--- src/rtl/jsfrrg_pkg.sv ---
`timescale 1ns / 1ps
package jsfrrg_pkg;

	localparam int DW         = 32;
	localparam int CNT_W      = 5;
	localparam int SEED_W     = 64;
	localparam int COUNT_W    = 64;
	localparam int BOUND_W    = 31;
	localparam int CLUMP_IN_W = 5;

	localparam logic [DW-1:0] JSF_A_INIT = 32'hf1ea5eed;
	localparam logic [DW-1:0] UMAX       = 32'hffffffff;
	localparam int            ROT_B      = 27;
	localparam int            ROT_C      = 17;

	localparam int DEF_MAX_CLUMP    = 16;
	localparam int DEF_WARMUP_STEPS = 20;

	typedef enum logic [1:0] {
		FN_RESEED = 2'd0,
		FN_RANGE  = 2'd1,
		FN_WIDE   = 2'd2,
		FN_CLUMP  = 2'd3
	} func_t;

	typedef enum logic [3:0] {
		ST_IDLE,
		ST_SETUP,
		ST_SPLIT,
		ST_DIE,
		ST_LIMIT,
		ST_DRAW,
		ST_REDUCE,
		ST_WIDE_HI,
		ST_WIDE_LO,
		ST_LOAD,
		ST_WARM,
		ST_WARM_WAIT,
		ST_DONE
	} state_t;

	typedef struct packed {
		logic          start;
		logic [DW-1:0] dividend;
		logic [DW-1:0] divisor;
	} div_req_t;

	typedef struct packed {
		logic          done;
		logic [DW-1:0] quot;
		logic [DW-1:0] rem;
	} div_rsp_t;

	typedef struct packed {
		logic load;
		logic step;
		logic both;
		logic sel;
	} gen_cmd_t;

	typedef struct packed {
		logic          done;
		logic [DW-1:0] rnd;
	} gen_rsp_t;

endpackage

--- src/rtl/jsfrrg_div.sv ---
`timescale 1ns / 1ps
module jsfrrg_div (
	input  logic                clk,
	input  logic                arst_n,
	input  jsfrrg_pkg::div_req_t req,
	output jsfrrg_pkg::div_rsp_t rsp
);

	logic                       busy_q;
	logic                       done_q;
	logic [jsfrrg_pkg::CNT_W-1:0] cnt_q;
	logic [jsfrrg_pkg::DW-1:0]  rem_q;
	logic [jsfrrg_pkg::DW-1:0]  quo_q;
	logic [jsfrrg_pkg::DW-1:0]  dsr_q;
	logic [jsfrrg_pkg::DW:0]    trial;
	logic [jsfrrg_pkg::DW:0]    shifted;

	assign shifted = {rem_q, quo_q[jsfrrg_pkg::DW-1]};
	assign trial   = shifted - {1'b0, dsr_q};

	always_ff @(posedge clk or negedge arst_n) begin
		if (!arst_n) begin
			busy_q <= 1'b0;
			done_q <= 1'b0;
			cnt_q  <= '0;
		end else begin
			done_q <= 1'b0;
			if (req.start) begin
				busy_q <= 1'b1;
				cnt_q  <= '0;
			end else if (busy_q) begin
				cnt_q <= cnt_q + 1'b1;
				if (cnt_q == {jsfrrg_pkg::CNT_W{1'b1}}) begin
					busy_q <= 1'b0;
					done_q <= 1'b1;
				end
			end
		end
	end

	always_ff @(posedge clk) begin
		if (req.start) begin
			quo_q <= req.dividend;
			dsr_q <= req.divisor;
			rem_q <= '0;
		end else if (busy_q) begin
			if (!trial[jsfrrg_pkg::DW]) begin
				rem_q <= trial[jsfrrg_pkg::DW-1:0];
				quo_q <= {quo_q[jsfrrg_pkg::DW-2:0], 1'b1};
			end else begin
				rem_q <= shifted[jsfrrg_pkg::DW-1:0];
				quo_q <= {quo_q[jsfrrg_pkg::DW-2:0], 1'b0};
			end
		end
	end

	assign rsp.done = done_q;
	assign rsp.quot = quo_q;
	assign rsp.rem  = rem_q;

endmodule

--- src/rtl/jsfrrg_gen.sv ---
`timescale 1ns / 1ps
module jsfrrg_gen (
	input  logic                          clk,
	input  logic                          arst_n,
	input  jsfrrg_pkg::gen_cmd_t          cmd,
	input  logic [jsfrrg_pkg::SEED_W-1:0] seed,
	output jsfrrg_pkg::gen_rsp_t          rsp
);

	logic [jsfrrg_pkg::DW-1:0] word_a_q [2];
	logic [jsfrrg_pkg::DW-1:0] word_b_q [2];
	logic [jsfrrg_pkg::DW-1:0] word_c_q [2];
	logic [jsfrrg_pkg::DW-1:0] word_d_q [2];
	logic [jsfrrg_pkg::DW-1:0] e_q      [2];
	logic [1:0]                mask_q;
	logic                      sel_q;
	logic                      phase_q;
	logic                      done_q;
	logic [jsfrrg_pkg::DW-1:0] seed_lo;
	logic [jsfrrg_pkg::DW-1:0] seed_hi;

	assign seed_lo = seed[jsfrrg_pkg::DW-1:0];
	assign seed_hi = seed[jsfrrg_pkg::SEED_W-1:jsfrrg_pkg::DW];

	function automatic logic [jsfrrg_pkg::DW-1:0] rotl(input logic [jsfrrg_pkg::DW-1:0] v,
			input int k);
		rotl = (v << k) | (v >> (jsfrrg_pkg::DW - k));
	endfunction

	always_ff @(posedge clk or negedge arst_n) begin
		if (!arst_n) begin
			phase_q <= 1'b0;
			done_q  <= 1'b0;
		end else begin
			done_q <= phase_q;
			if (cmd.step) begin
				phase_q <= 1'b1;
			end else begin
				phase_q <= 1'b0;
			end
		end
	end

	always_ff @(posedge clk) begin
		if (cmd.step) begin
			mask_q <= cmd.both ? 2'b11 : (cmd.sel ? 2'b10 : 2'b01);
			sel_q  <= cmd.sel;
		end
		for (int s = 0; s < 2; s++) begin
			if (cmd.step) begin
				e_q[s] <= word_a_q[s] - rotl(word_b_q[s], jsfrrg_pkg::ROT_B);
			end
			if (cmd.load) begin
				word_a_q[s] <= jsfrrg_pkg::JSF_A_INIT;
				word_b_q[s] <= seed_lo;
				word_c_q[s] <= seed_lo ^ seed_hi;
				word_d_q[s] <= seed_lo;
			end else if (phase_q && mask_q[s]) begin
				word_a_q[s] <= word_b_q[s] ^ rotl(word_c_q[s], jsfrrg_pkg::ROT_C);
				word_b_q[s] <= word_c_q[s] + word_d_q[s];
				word_c_q[s] <= word_d_q[s] + e_q[s];
				word_d_q[s] <= e_q[s] + (word_b_q[s] ^ rotl(word_c_q[s], jsfrrg_pkg::ROT_C));
			end
		end
	end

	assign rsp.done = done_q;
	assign rsp.rnd  = word_d_q[sel_q];

endmodule

--- src/rtl/jsf_random_range_generator_core.sv ---
`timescale 1ns / 1ps
// Channel | Direction | Signals                                          | Beat
// cfg     | in        | cfg_valid cfg_ready cfg_data                     | seed write
// in      | in        | in_valid in_ready func stream lower_bound        | one request
//         |           | upper_bound clump_factor                         |
// out     | out       | out_valid out_ready draw_value wide_value        | one result
//         |           | draw_count                                       |
// One request at a time. A generator step registers e, then updates the
// state words and raises done; the shared divider resolves one quotient
// bit a cycle. A range die runs a limit division, then draws and reduces
// until a draw is kept; a clumped draw adds one split division and repeats
// per die. A wide draw joins two generator words; a reseed loads and warms
// both streams. After reset both streams are seeded from zero, in_ready low.
// A stalled result waits in the output register while the next request is taken.
module jsf_random_range_generator_core #(
	parameter int MAX_CLUMP    = jsfrrg_pkg::DEF_MAX_CLUMP,
	parameter int WARMUP_STEPS = jsfrrg_pkg::DEF_WARMUP_STEPS
) (
	input  logic                                  clk,
	input  logic                                  arst_n,
	input  logic                                  cfg_valid,
	output logic                                  cfg_ready,
	input  logic [jsfrrg_pkg::SEED_W-1:0]         cfg_data,
	input  logic                                  in_valid,
	output logic                                  in_ready,
	input  logic [1:0]                            func,
	input  logic                                  stream,
	input  logic signed [jsfrrg_pkg::BOUND_W-1:0] lower_bound,
	input  logic signed [jsfrrg_pkg::BOUND_W-1:0] upper_bound,
	input  logic [jsfrrg_pkg::CLUMP_IN_W-1:0]     clump_factor,
	output logic                                  out_valid,
	input  logic                                  out_ready,
	output logic signed [jsfrrg_pkg::BOUND_W-1:0] draw_value,
	output logic [jsfrrg_pkg::SEED_W-1:0]         wide_value,
	output logic [jsfrrg_pkg::COUNT_W-1:0]        draw_count
);

	localparam int CLUMP_W = $clog2(MAX_CLUMP + 1);
	localparam int WARM_W  = $clog2(WARMUP_STEPS + 2);
	localparam int DW      = jsfrrg_pkg::DW;

	jsfrrg_pkg::state_t   state_q, state_d;
	jsfrrg_pkg::div_req_t div_req;
	jsfrrg_pkg::div_rsp_t div_rsp;
	jsfrrg_pkg::gen_cmd_t gen_cmd;
	jsfrrg_pkg::gen_rsp_t gen_rsp;
	jsfrrg_pkg::func_t    func_q;

	logic                               boot_q;
	logic [jsfrrg_pkg::SEED_W-1:0]      seed_q;
	logic [jsfrrg_pkg::COUNT_W-1:0]     count_q;
	logic                               stream_q;
	logic [DW-1:0]                      lo_q;
	logic [DW-1:0]                      diff_q;
	logic [CLUMP_W-1:0]                 clump_q;
	logic [DW-1:0]                      sides_q;
	logic [CLUMP_W-1:0]                 extra_q;
	logic [CLUMP_W-1:0]                 die_q;
	logic [DW-1:0]                      n_q;
	logic [DW-1:0]                      lim_q;
	logic [DW-1:0]                      total_q;
	logic [DW-1:0]                      wide_hi_q;
	logic [DW-1:0]                      wide_lo_q;
	logic [WARM_W-1:0]                  warm_q;
	logic                               out_valid_q;
	logic [jsfrrg_pkg::BOUND_W-1:0]     dv_q;
	logic [jsfrrg_pkg::SEED_W-1:0]      wv_q;
	logic [jsfrrg_pkg::COUNT_W-1:0]     dc_q;

	logic                               in_fire;
	logic                               count_inc;
	logic                               empty;
	logic                               die_last;
	logic                               die_extra;
	logic                               m_zero;
	logic [DW-1:0]                      n_next;
	logic                               hit;
	logic                               warm_end;
	logic                               out_free;
	logic [DW-1:0]                      lo_ext;
	logic [DW-1:0]                      hi_ext;
	logic [CLUMP_W-1:0]                 clump_sat;
	logic [DW-1:0]                      draw_sum;

	assign cfg_ready = 1'b1;
	assign in_ready  = (state_q == jsfrrg_pkg::ST_IDLE);
	assign in_fire   = in_valid && in_ready;
	assign out_free  = !out_valid_q || out_ready;

	assign lo_ext    = {{(DW - jsfrrg_pkg::BOUND_W){lower_bound[jsfrrg_pkg::BOUND_W-1]}},
		lower_bound};
	assign hi_ext    = {{(DW - jsfrrg_pkg::BOUND_W){upper_bound[jsfrrg_pkg::BOUND_W-1]}},
		upper_bound};
	assign clump_sat = (32'(clump_factor) > 32'(MAX_CLUMP)) ? CLUMP_W'(MAX_CLUMP)
		: CLUMP_W'(clump_factor);

	assign empty     = diff_q[DW-1] || (diff_q == '0);
	assign die_last  = (die_q == clump_q);
	assign die_extra = (die_q < extra_q);
	assign m_zero    = (sides_q == '0) && !die_extra;
	assign n_next    = sides_q + (die_extra ? DW'(2) : DW'(1));
	assign hit       = (div_rsp.quot < n_q);
	assign warm_end  = (warm_q == WARM_W'(WARMUP_STEPS));
	assign draw_sum  = total_q + lo_q;

	jsfrrg_div u_div (
		.clk    (clk),
		.arst_n (arst_n),
		.req    (div_req),
		.rsp    (div_rsp)
	);

	jsfrrg_gen u_gen (
		.clk    (clk),
		.arst_n (arst_n),
		.cmd    (gen_cmd),
		.seed   (seed_q),
		.rsp    (gen_rsp)
	);

	always_comb begin
		state_d = state_q;
		unique case (state_q)
			jsfrrg_pkg::ST_IDLE: begin
				if (in_fire) state_d = jsfrrg_pkg::ST_SETUP;
			end
			jsfrrg_pkg::ST_SETUP: begin
				unique case (func_q)
					jsfrrg_pkg::FN_RESEED: state_d = jsfrrg_pkg::ST_LOAD;
					jsfrrg_pkg::FN_WIDE:   state_d = jsfrrg_pkg::ST_WIDE_HI;
					default: begin
						if (empty) state_d = jsfrrg_pkg::ST_DONE;
						else if (clump_q > CLUMP_W'(1)) state_d = jsfrrg_pkg::ST_SPLIT;
						else state_d = jsfrrg_pkg::ST_DIE;
					end
				endcase
			end
			jsfrrg_pkg::ST_SPLIT: begin
				if (div_rsp.done) state_d = jsfrrg_pkg::ST_DIE;
			end
			jsfrrg_pkg::ST_DIE: begin
				if (die_last) state_d = jsfrrg_pkg::ST_DONE;
				else if (!m_zero) state_d = jsfrrg_pkg::ST_LIMIT;
			end
			jsfrrg_pkg::ST_LIMIT: begin
				if (div_rsp.done) state_d = jsfrrg_pkg::ST_DRAW;
			end
			jsfrrg_pkg::ST_DRAW: begin
				if (gen_rsp.done) state_d = jsfrrg_pkg::ST_REDUCE;
			end
			jsfrrg_pkg::ST_REDUCE: begin
				if (div_rsp.done) state_d = hit ? jsfrrg_pkg::ST_DIE : jsfrrg_pkg::ST_DRAW;
			end
			jsfrrg_pkg::ST_WIDE_HI: begin
				if (gen_rsp.done) state_d = jsfrrg_pkg::ST_WIDE_LO;
			end
			jsfrrg_pkg::ST_WIDE_LO: begin
				if (gen_rsp.done) state_d = jsfrrg_pkg::ST_DONE;
			end
			jsfrrg_pkg::ST_LOAD: state_d = jsfrrg_pkg::ST_WARM;
			jsfrrg_pkg::ST_WARM: begin
				if (!warm_end) state_d = jsfrrg_pkg::ST_WARM_WAIT;
				else if (boot_q) state_d = jsfrrg_pkg::ST_IDLE;
				else state_d = jsfrrg_pkg::ST_DONE;
			end
			jsfrrg_pkg::ST_WARM_WAIT: begin
				if (gen_rsp.done) state_d = jsfrrg_pkg::ST_WARM;
			end
			jsfrrg_pkg::ST_DONE: begin
				if (out_free) state_d = jsfrrg_pkg::ST_IDLE;
			end
			default: state_d = jsfrrg_pkg::ST_IDLE;
		endcase
	end

	always_comb begin
		div_req   = '0;
		gen_cmd   = '0;
		count_inc = 1'b0;
		gen_cmd.sel = stream_q;
		unique case (state_q)
			jsfrrg_pkg::ST_SETUP: begin
				case (func_q)
					jsfrrg_pkg::FN_WIDE: begin
						gen_cmd.step = 1'b1;
						count_inc    = !stream_q;
					end
					jsfrrg_pkg::FN_RANGE, jsfrrg_pkg::FN_CLUMP: begin
						if (!empty && clump_q > CLUMP_W'(1)) begin
							div_req.start    = 1'b1;
							div_req.dividend = diff_q;
							div_req.divisor  = DW'(clump_q);
						end
					end
					default: ;
				endcase
			end
			jsfrrg_pkg::ST_DIE: begin
				if (!die_last && !m_zero) begin
					div_req.start    = 1'b1;
					div_req.dividend = jsfrrg_pkg::UMAX;
					div_req.divisor  = n_next;
					count_inc        = !stream_q;
				end
			end
			jsfrrg_pkg::ST_LIMIT: begin
				gen_cmd.step = div_rsp.done;
			end
			jsfrrg_pkg::ST_DRAW: begin
				if (gen_rsp.done) begin
					div_req.start    = 1'b1;
					div_req.dividend = gen_rsp.rnd;
					div_req.divisor  = lim_q;
				end
			end
			jsfrrg_pkg::ST_REDUCE: begin
				gen_cmd.step = div_rsp.done && !hit;
			end
			jsfrrg_pkg::ST_WIDE_HI: begin
				gen_cmd.step = gen_rsp.done;
			end
			jsfrrg_pkg::ST_LOAD: begin
				gen_cmd.load = 1'b1;
			end
			jsfrrg_pkg::ST_WARM: begin
				gen_cmd.step = !warm_end;
				gen_cmd.both = 1'b1;
			end
			default: ;
		endcase
	end

	always_ff @(posedge clk or negedge arst_n) begin
		if (!arst_n) begin
			state_q     <= jsfrrg_pkg::ST_LOAD;
			boot_q      <= 1'b1;
			seed_q      <= '0;
			count_q     <= '0;
			out_valid_q <= 1'b0;
		end else begin
			state_q <= state_d;
			if (cfg_valid && cfg_ready) seed_q <= cfg_data;
			if (count_inc) count_q <= count_q + 1'b1;
			if (state_q == jsfrrg_pkg::ST_WARM && warm_end) boot_q <= 1'b0;
			if (state_q == jsfrrg_pkg::ST_DONE && out_free) begin
				out_valid_q <= 1'b1;
			end else if (out_ready) begin
				out_valid_q <= 1'b0;
			end
		end
	end

	always_ff @(posedge clk) begin
		if (in_fire) begin
			func_q   <= jsfrrg_pkg::func_t'(func);
			stream_q <= stream;
			lo_q     <= lo_ext;
			diff_q   <= hi_ext - lo_ext;
			clump_q  <= (jsfrrg_pkg::func_t'(func) == jsfrrg_pkg::FN_CLUMP
				&& clump_sat > CLUMP_W'(1)) ? clump_sat : CLUMP_W'(1);
			sides_q  <= hi_ext - lo_ext;
			extra_q  <= '0;
			die_q    <= '0;
			total_q  <= '0;
		end
		if (state_q == jsfrrg_pkg::ST_SPLIT && div_rsp.done) begin
			sides_q <= div_rsp.quot;
			extra_q <= div_rsp.rem[CLUMP_W-1:0];
		end
		if (state_q == jsfrrg_pkg::ST_DIE && !die_last) begin
			if (m_zero) die_q <= die_q + 1'b1;
			else n_q <= n_next;
		end
		if (state_q == jsfrrg_pkg::ST_LIMIT && div_rsp.done) lim_q <= div_rsp.quot;
		if (state_q == jsfrrg_pkg::ST_REDUCE && div_rsp.done && hit) begin
			total_q <= total_q + div_rsp.quot;
			die_q   <= die_q + 1'b1;
		end
		if (state_q == jsfrrg_pkg::ST_WIDE_HI && gen_rsp.done) wide_hi_q <= gen_rsp.rnd;
		if (state_q == jsfrrg_pkg::ST_WIDE_LO && gen_rsp.done) wide_lo_q <= gen_rsp.rnd;
		if (state_q == jsfrrg_pkg::ST_LOAD) warm_q <= '0;
		if (state_q == jsfrrg_pkg::ST_WARM_WAIT && gen_rsp.done) warm_q <= warm_q + 1'b1;
		if (state_q == jsfrrg_pkg::ST_DONE && out_free) begin
			dc_q <= count_q;
			case (func_q)
				jsfrrg_pkg::FN_RANGE, jsfrrg_pkg::FN_CLUMP: begin
					dv_q <= draw_sum[jsfrrg_pkg::BOUND_W-1:0];
					wv_q <= '0;
				end
				jsfrrg_pkg::FN_WIDE: begin
					dv_q <= '0;
					wv_q <= {wide_hi_q, wide_lo_q};
				end
				default: begin
					dv_q <= '0;
					wv_q <= '0;
				end
			endcase
		end
	end

	assign out_valid  = out_valid_q;
	assign draw_value = dv_q;
	assign wide_value = wv_q;
	assign draw_count = dc_q;

endmodule

--- config.mk ---
export PLATFORM = sky130hd
export DESIGN_NAME = jsf_random_range_generator_core
export DESIGN_NICKNAME = d
export VERILOG_FILES = /design/src/rtl/jsfrrg_pkg.sv /design/src/rtl/jsfrrg_div.sv /design/src/rtl/jsfrrg_gen.sv /design/src/rtl/jsf_random_range_generator_core.sv
export SDC_FILE = /design/constraint.sdc
export NUM_CORES = 2
export LEC_CHECK = 0
export BUFFER_PORTS_ARGS = -buffer_cell sky130_fd_sc_hd__buf_2
export CORE_MARGIN = 1
export CORE_UTILIZATION = 55
export DETAILED_ROUTE_END_ITERATION = 7
export GPL_TIMING_DRIVEN = 0
export HOLD_SLACK_MARGIN = 0.08
export MAX_ROUTING_LAYER = met4
export PLACE_DENSITY = 0.76
export REMOVE_ABC_BUFFERS = 1
export SLEW_MARGIN = 10
export SYNTH_ARGS = -nofsm -noshare
export SYNTH_HDL_FRONTEND = slang
export SYNTH_SLANG_ARGS = --single-unit
--- constraint.sdc ---
create_clock -name clk -period 17.65 [get_ports clk]
set_input_delay 1.765 -clock clk [delete_from_list [all_inputs] [get_ports clk]]
set_output_delay 1.765 -clock clk [all_outputs]
set_load 0.005 [all_outputs]
==> impl_metrics.env <==
export IMPL_gp_congestion=1.01
export IMPL_setup_tns_ps=0
export IMPL_power_uw=5110
export IMPL_first_pass_iters=6
export IMPL_async_flop_share=0.143
export IMPL_top_layer_used="met4"
export IMPL_clk_path_buf_depth=3
export IMPL_vias=42600
export IMPL_antenna_found_initial=13
export IMPL_swShare=0.222
export IMPL_yosys_register_bits=999
export IMPL_timing_fmax_mhz=195
export IMPL_grt_overflow=0
export IMPL_p_int_uw=3970
export IMPL_grt_pass1_vias=40000
export IMPL_layout_nets=6106
export IMPL_grt_usage=0.324
export IMPL_antenna_left=0
export IMPL_coreArea_um2=102000
export IMPL_cts_tree="yes"
export IMPL_clock_sinks=999
export IMPL_m1WireLength_um=71200
export IMPL_die_area_um2=105000
export IMPL_min_path_type="flip-flop to flip-flop"
export IMPL_synth_edf_count=818
export IMPL_layout_commonest_cell="edfxtp_1"
export IMPL_worstPathRequired_ps=17960
export IMPL_pwr_share_comb=0.041
export IMPL_worstSetupStartpointType="flip-flop"
export IMPL_yosys_warnings=0
export IMPL_slew_headroom=0.143
export IMPL_critical_path_max_stage_delay_ps=800
export IMPL_rows=117
export IMPL_finalCritPeriodShare=0.290
export IMPL_tightest_slew_ps=1250
export IMPL_end_kind="flip-flop"
export IMPL_skew_ps=30.2
export IMPL_via_per_inst=6.08
export IMPL_pwr_density_cell_nw_per_um2=79.4
export IMPL_fill_cells=8039
export IMPL_drt_iter0_markers=4393
export IMPL_die_y_um=323
export IMPL_synth_distinct_cells=86
export IMPL_cts_htree_levels=3
export IMPL_ir_drop_mv=0.0810
export IMPL_rsz0062_at_grt="false"
export IMPL_multi_input_area_um2=26500
export IMPL_cts_hold_buf=0
export IMPL_p_clk_frac=0.452
export IMPL_io_pins=301
export IMPL_clock_root_buffer="clkbuf_16"
export IMPL_areaGrowthSynthToFinish_pct=13.2
export IMPL_path_class="flip-flop to flip-flop"
export IMPL_min_period_ps=5120
export IMPL_cap_violations=0
export IMPL_start_util=0.557
export IMPL_grt_pass1_wl_um=246000
export IMPL_wl_met2_um=72600
export IMPL_netlist_area_um2=56800
export IMPL_final_cell_mix="edfxtp_1, ha_1, nand2_1"
export IMPL_drive_gt1_frac=0.126
export IMPL_syn_inst=5200
export IMPL_seqPwrFrac=0.507
export IMPL_cts_resized=0
export IMPL_post_dp_hpwl_um=128000
export IMPL_status="complete, no violations"
export IMPL_leakagePower_uw=0.0259
export IMPL_crit_top_cell="inv_2"
export IMPL_port_buffers=299
export IMPL_setup_ws_ps=12530
export IMPL_setup_viol=0
export IMPL_final_util=0.630
export IMPL_path_cells="nor4_1, nand4_1, o31ai_4, buf_8, inv_2, nor3_2, buf_4, inv_2, buf_12, nor2_1, inv_2"
export IMPL_clk_latency_ps=710
export IMPL_r2r_slack_ps=12530
export IMPL_grt_max_degree=97
export IMPL_synth_main_ff_cell="edfxtp_1"
export IMPL_drc=0
export IMPL_cp_arrival_ps=5440
export IMPL_clk_pin_slew_ps=60
export IMPL_wl_met3_um=16200
export IMPL_cp_slowest_cell="nor3_2"
export IMPL_seq_area_um2=28900
export IMPL_fin_hold_ws_ps=444
export IMPL_routed_wl_um=165000
export IMPL_final_max_slew_viol_count=0
export IMPL_pre_cts_ws_ps=11950
export IMPL_wire_per_inst_um=23.6
export IMPL_worstPathMaxFanout=37
export IMPL_switchingPower_uw=1130
export IMPL_die_w_um=323
export IMPL_finalHoldViolCount=0
export IMPL_cts_buffers=107
export IMPL_postSynthAreaPerCell_um2=10.9
export IMPL_post_cts_buffers=0
export IMPL_ys_seq_area_frac=0.509
metal layers:
layer  GRT usage  vias up
met2       0.476     1948
met3      0.0542      290
met1       0.458    20600
met4       0.103        0
li1            -    19700
met5           -        -
synthesized netlist by cell type (all sizes together), types with 57 or more instances:
library cell,n,area [µm²]
nor2,342,1280
nand2b,97,607
ha,414,5180
o21ai,329,1650
mux2,105,1180
nand3,144,721
nand2,397,1490
clkbuf,126,473
dfrtp,140,3500
edfxtp,818,24600
nor3,67,335
a21o,188,1410
and2,113,707
inv,279,1050
xor2,256,2240
a21oi,397,2000
xnor2,271,2370
nor2b,57,364
worst max-delay path, delay by kind of cell (launching register included):
kind            cells  cell delay (ps)
compound gates      1              520
buf+inv             6             1560
flops               1              490
simple gates        4             2110
cell type report:
cell class                      instances  share of cell area
Multi-Input combinational cell       3786               0.412
Clock buffer                          143              0.0476
Inverter                              279              0.0163
Antenna cell                            5            0.000195
Sequential cell                       999               0.450
Timing Repair Buffer                  367              0.0395
Clock inverter                         60             0.00817
Tap cell                             1368              0.0266
metrics by stage:
step	instance area (µm²)	std cells
2_1_floorplan	56300	5064
6_report	64300	7007
3_3_place_gp	59500	6731
3_5_place_dp	60700	6798
4_1_cts	64300	7001
5_1_grt	64300	7007
logic make-up (layout without fill, tap and decap cells):
kind of cell    after synthesis  count (layout)  synth area share
buf+inv                     415             849            0.0277
mux                         112             112            0.0220
fa+ha+maj                   427             427            0.0958
other cells                   1               6         0.0000660
flops                       999             999             0.509
compound gates             1300            1300             0.144
xor+xnor                    527             527            0.0813
simple gates               1419            1419             0.121
registers in the layout (all words and copies together), names as in the netlist, 64 cells and up, named ones only:
name	cells
count_q	64
u_gen.word_c_q	64
u_gen.word_a_q	64
u_gen.word_b_q	64
draw_count	64
seed_q	64
wide_value	64
u_gen.e_q	64
u_gen.word_d_q	64
power groups by stage:
stage / clock, µW / sequential, µW / combinational (µW)
6_report: 2310 / 2590 / 208
5_1_grt: 2420 / 2590 / 228
4_1_cts: 2330 / 2590 / 208
3_5_place_dp: 0 / 2640 / 206
3_3_place_gp: 0 / 2640 / 198
2_1_floorplan: 0 / 2620 / 124
worst paths after layout:
kind	from	end	cells past startpoint
setup / recovery	sides_q[24]	u_div.quo_q[14]	11
hold / removal	count_q[62]	draw_count[62]	0
setup reg to reg	sides_q[24]	u_div.quo_q[14]	11
hold reg to reg	count_q[62]	draw_count[62]	0
max in group asynchronous	arst_n	seed_q[2]	2
min in group asynchronous	arst_n	count_q[48]	1
No activity file was read; power rests on OpenSTA's default activity.
